$ cat src/rtl/pfgh_pkg.sv
// ----------------------------------------------------------------------------
// Photon flux grid histogram package
// Shared constants, types and helper functions of the histogram core.
// ----------------------------------------------------------------------------
`default_nettype none

package pfgh_pkg;

   localparam int COL_BITS     = 6;
   localparam int ROW_BITS     = 6;
   localparam int ADDR_BITS    = COL_BITS + ROW_BITS;
   localparam int CELLS        = 1 << ADDR_BITS;
   localparam int COUNT_BITS   = 32;
   localparam int CORDIC_STEPS = 24;

   localparam logic [6:0]  MAX_COLUMNS = 7'd64;
   localparam logic [6:0]  MAX_ROWS    = 7'd64;
   localparam logic [6:0]  MIN_DIV     = 7'd2;
   localparam logic [31:0] TWO_PI_Q29  = 32'd3373259426;
   localparam logic [31:0] QUARTER     = 32'h4000_0000;
   localparam logic [31:0] THREE_QTR   = 32'hC000_0000;

   typedef enum logic [2:0] {
      REG_SURFACE_MODE = 3'd0,
      REG_ACTIVE_SIDE  = 3'd1,
      REG_X_ORIGIN     = 3'd2,
      REG_Y_ORIGIN     = 3'd3,
      REG_X_INV_SPAN   = 3'd4,
      REG_Y_INV_SPAN   = 3'd5,
      REG_GRID_COLUMNS = 3'd6,
      REG_GRID_ROWS    = 3'd7
   } csr_index_type;

   typedef enum logic [1:0] {
      E_CLEAR,
      E_SKIP,
      E_DROP,
      E_HIT
   } entry_kind_type;

   typedef enum logic [2:0] {
      F_IDLE,
      F_PREP,
      F_CORD,
      F_ANGLE,
      F_SUB,
      F_MUL,
      F_BIN,
      F_PUSH
   } front_state_type;

   typedef enum logic [1:0] {
      B_CLEAR,
      B_IDLE,
      B_UPDATE
   } back_state_type;

   typedef struct packed {
      logic        surface_mode;
      logic        active_side;
      logic [31:0] x_origin;
      logic [31:0] y_origin;
      logic [31:0] x_inv_span;
      logic [31:0] y_inv_span;
      logic [6:0]  grid_columns;
      logic [6:0]  grid_rows;
   } cfg_type;

   typedef struct packed {
      entry_kind_type        kind;
      logic [COL_BITS-1:0]   fine_col;
      logic [ROW_BITS-1:0]   fine_row;
      logic [COL_BITS-1:0]   coarse_col;
      logic [ROW_BITS-1:0]   coarse_row;
   } entry_type;

   function automatic logic [31:0] atan_bam(input logic [4:0] i);
      logic [31:0] r;
      case (i)
         5'd0:  r = 32'd536870912;
         5'd1:  r = 32'd316933406;
         5'd2:  r = 32'd167458907;
         5'd3:  r = 32'd85004756;
         5'd4:  r = 32'd42667331;
         5'd5:  r = 32'd21354465;
         5'd6:  r = 32'd10679838;
         5'd7:  r = 32'd5340245;
         5'd8:  r = 32'd2670163;
         5'd9:  r = 32'd1335087;
         5'd10: r = 32'd667544;
         5'd11: r = 32'd333772;
         5'd12: r = 32'd166886;
         5'd13: r = 32'd83443;
         5'd14: r = 32'd41722;
         5'd15: r = 32'd20861;
         5'd16: r = 32'd10430;
         5'd17: r = 32'd5215;
         5'd18: r = 32'd2608;
         5'd19: r = 32'd1304;
         5'd20: r = 32'd652;
         5'd21: r = 32'd326;
         5'd22: r = 32'd163;
         5'd23: r = 32'd81;
         default: r = 32'd0;
      endcase
      return r;
   endfunction

   function automatic logic [6:0] clamp_div(input logic [6:0] v, input logic [6:0] hi);
      logic [6:0] r;
      if (v < MIN_DIV) begin
         r = MIN_DIV;
      end else if (v > hi) begin
         r = hi;
      end else begin
         r = v;
      end
      return r;
   endfunction

   function automatic logic [COUNT_BITS-1:0] sat_inc(input logic [COUNT_BITS-1:0] v);
      logic [COUNT_BITS-1:0] r;
      if (&v) begin
         r = v;
      end else begin
         r = v + COUNT_BITS'(1);
      end
      return r;
   endfunction

endpackage

`default_nettype wire

$ cat src/rtl/pfgh_queue.sv
// ----------------------------------------------------------------------------
// Histogram work queue
// Two-entry queue between the front end and the counting back end.
// ----------------------------------------------------------------------------
`default_nettype none

module pfgh_queue
   import pfgh_pkg::*;
(
   input  wire logic      clock,
   input  wire logic      reset,
   input  wire logic      push_valid,
   output logic           push_ready,
   input  wire entry_type push_entry,
   output logic           pop_valid,
   input  wire logic      pop_ready,
   output entry_type      pop_entry
);

   entry_type  slot_ff [2];
   logic       wr_ptr_ff, wr_ptr_in;
   logic       rd_ptr_ff, rd_ptr_in;
   logic [1:0] count_ff, count_in;
   logic       do_push, do_pop;

   assign push_ready = (count_ff != 2'd2);
   assign pop_valid  = (count_ff != 2'd0);
   assign pop_entry  = slot_ff[rd_ptr_ff];
   assign do_push    = push_valid && push_ready;
   assign do_pop     = pop_valid && pop_ready;

   always_comb begin
      wr_ptr_in = wr_ptr_ff ^ do_push;
      rd_ptr_in = rd_ptr_ff ^ do_pop;
      count_in  = count_ff + 2'(do_push) - 2'(do_pop);
   end

   always_ff @(posedge clock) begin
      if (reset) begin
         wr_ptr_ff <= 1'b0;
         rd_ptr_ff <= 1'b0;
         count_ff  <= 2'd0;
      end else begin
         wr_ptr_ff <= wr_ptr_in;
         rd_ptr_ff <= rd_ptr_in;
         count_ff  <= count_in;
      end
      if (do_push) begin
         slot_ff[wr_ptr_ff] <= push_entry;
      end
   end

endmodule

`default_nettype wire

$ cat config.mk
export PLATFORM = sky130hd
export DESIGN_NAME = pfgh_queue
export DESIGN_NICKNAME = d
export VERILOG_FILES = /design/src/rtl/pfgh_pkg.sv /design/src/rtl/pfgh_queue.sv
export SDC_FILE = /design/constraint.sdc
export NUM_CORES = 1
export LEC_CHECK = 0
export ABC_AREA = 1
export ABC_CLOCK_PERIOD_IN_PS = 4900
export BUFFER_PORTS_ARGS = -buffer_cell sky130_fd_sc_hd__buf_2
export CAP_MARGIN = 20
export CORE_UTILIZATION = 30
export DETAILED_ROUTE_END_ITERATION = 8
export PLACE_DENSITY = 0.53
export SYNTH_ARGS = -nofsm -noshare
export SYNTH_HDL_FRONTEND = slang
export SYNTH_SLANG_ARGS = --single-unit
export TNS_END_PERCENT = 10
$ cat constraint.sdc
create_clock -name clock -period 4.9 [get_ports clock]
set_input_delay 0.98 -clock clock [delete_from_list [all_inputs] [get_ports clock]]
set_output_delay 0.98 -clock clock [all_outputs]
set_load 0.02 [all_outputs]
==> results_dict.tcl <==
set metrics [dict create \
    setup_violations 0 \
    h-tree-depth 2 \
    worst_setup_path_end_kind "primary output" \
    synth_xor_area_share_pct 0.408 \
    place.gp.congestion 0.647 \
    layout_worst_path_cycle_share_pct 49.7 \
    synth_nets 201 \
    maxSlewHeadroom_pct 70.3 \
    synth-compound-area-share_pct 0.641 \
    drcViolationCount 0 \
    nets 263 \
    dr.pass1.iters 3 \
    dp_hpwl_mm 2.61 \
    die_h_um 86.6 \
    wl_met3_um 152 \
    clkLatencyLatePin_ps 310 \
    synth_warnings 0 \
    cts.clk_slew.worst_paths_ps 90 \
    num_vias 1316 \
    synth_fa_ha_area_share_pct 1.16 \
    setup_slack_ps 2460 \
    placed_cell_area_um2 2530 \
    ys_types 19 \
    rsz0062_at_grt "no" \
    top_layer "met4" \
    start_kind "register" \
    regArea_um2 1640 \
    crit_required_ps 3920 \
    antenna_found_initial 0 \
    multi_input_area_um2 427 \
    critPathKind "register to primary output" \
    grt_pass1_vias 1265 \
    fin_crit_ps 2440 \
    dieArea_um2 7500 \
    layout-drive-gt1-share_pct 32.3 \
    ios 58 \
    drtIter0Drc 92 \
    ctsHoldBuffers 0 \
    fp.coreArea_um2 6870 \
    fp.dieW_um 86.6 \
    synth-edff-count 52 \
    ys_seq_elements 56 \
    cts.sinks 56 \
    synth.yosys.seq_area_share_pct 76.4 \
    cts_made_buffers 5 \
    arrival_ps 1460 \
    cts_tree "done" \
    num_antenna_cells 0 \
    async_flop_share_pct 0 \
    cts_setup_buffers 0 \
    dp_worst_setup_slack_ps 2120 \
    cp_max_fo 27 \
    status "finished clean" \
    max-vdd-ir-drop_uv 189 \
    routedWlPerCell_um 12.0 \
    syn_to_final_growth_pct 22.4 \
    powerDensity_nw_per_um2 521 \
    synth_top_family_by_area "simple AND/OR/NAND/NOR gates" \
    nFillCells 683 \
    drt-total-wl_mm 3.94 \
    cts_resized 0 \
    grt_usage_pct 11.3 \
    vias_per_cell 4.01 \
    worst_pin_slew_ps 445 \
    fin_worst_skew_ps 5.03 \
    cts_max_path_buffers 2 \
    final_area_um2 2630 \
    num_rows 30 \
    syn_area_per_cell_um2 12.7 \
    met1_length_mm 1.64 \
    syn_area_um2 2150 \
    synthMuxAreaShare_pct 0 \
    start_util_pct 31.3 \
    yosys_most_used_dff "edfxtp_1" \
    wl_met2_mm 2.06 \
    portBuffers 57 \
    synth_cells 169 \
    max_cap_violations 0 \
    overflow 0 \
    hold_violations 0 \
    cts-root-buf "clkbuf_8" \
    tns_ps 0 \
    hp-class "register to register" \
    leakagePower_nw 1.12 \
    grt_pass1_wl_mm 6.11 \
    ant_nets 0 \
    grt_max_degree 29 \
    synthSimpleGateAreaFrac_pct 17.5 \
    max_freq_mhz 410 \
    slew_viol_final 0 \
]
==> critical path, stage by stage, from the launching register on <==
cell     delay, ps
dfxtp_1        610
inv_4          220
nand2_1        110
nand2_1         60
buf_2          150
==> where the power goes <==
group / internal, W / switching, W / total [W]
registers: 0.000621 / 0.0000344 / 0.000655
logic: 0.000147 / 0.000328 / 0.000475
clock network: 0.000100 / 0.000140 / 0.000240
total: 0.000868 / 0.000502 / 0.00137
==> flip-flops by register name, indices dropped and copies added (netlist names) <==
| name | cells |
|---|---|
| count_ff | 2 |
| slot_ff | 52 |
| wr_ptr_ff | 1 |
| rd_ptr_ff | 1 |
==> through the flow <==
step / hold slack [ps] / utilization (%) / cells / power [W]
final: 579 / 38.3 / 328 / 0.00137
after global placement: 564 / 36.8 / 319 / 0.00114
after CTS: 583 / 38.1 / 327 / 0.00139
after detailed placement: 570 / 36.8 / 319 / 0.00115
after global routing: 602 / 38.3 / 328 / 0.00146
after floorplan: 534 / - / 169 / 0.000995
==> Yosys cell counts, types with 2 or more instances <==
master | count | area [um^2]
ha_1 | 2 | 25.0
nor2_1 | 5 | 18.8
edfxtp_1 | 52 | 1560
dfxtp_1 | 4 | 80.1
buf_6 | 2 | 22.5
inv_1 | 9 | 33.8
buf_4 | 2 | 15.0
nand2_1 | 82 | 308
==> routing by layer <==
metal / vias up / GRT usage, %
met5: - / 0
met4: 0 / 5.00
met3: 6 / 2.95
met2: 32 / 19.6
met1: 603 / 13.2
li1: 675 / -
==> kinds of logic after synthesis <==
family / Yosys count
AO/OA/AOI/OAI: 2
flip-flops: 56
buffers and inverters: 15
adder cells (fa/ha/maj): 2
AND/OR/NAND/NOR: 93
XOR/XNOR: 1
==> area by class of cell <==
type	instances	area share (%)
clock buffers	6	2.76
clock inverters	2	0.476
inverters	10	1.52
multi-input cells	98	16.2
flip-flops and latches	56	62.4
well taps	96	4.57
repair buffers	60	12.0
==> cells in the final DEF (no fill, tap or decap) <==
cell type	synthesis	layout
nor2_2	1	2
inv_4	1	1
o21ai_1	1	1
dfxtp_1	4	4
nor2_4	1	1
nand2_4	1	1
ha_1	2	2
nor3_1	1	1
clkbuf_8	0	5
a21oi_2	1	1
buf_8	0	1
clkinv_2	0	1
clkbuf_1	0	1
clkinvlp_4	0	1
xnor2_1	1	1
nand2_2	1	1
nor2_1	5	4
buf_2	1	57
edfxtp_1	52	52
nand2_1	82	82
buf_4	2	2
inv_1	9	9
nand3_2	1	1
==> path summary, 6_finish.rpt <==
check | cells past startpoint | end | slack, ps | from
worst max-delay path | 4 | pop_entry[1] | 2460 | rd_ptr_ff
worst min-delay path | 3 | wr_ptr_ff | 580 | wr_ptr_ff
worst max register to register | 6 | slot_ff[0][7] | 3410 | count_ff[0]
worst min register to register | 3 | wr_ptr_ff | 580 | wr_ptr_ff
(Power assumes the default switching activity.)
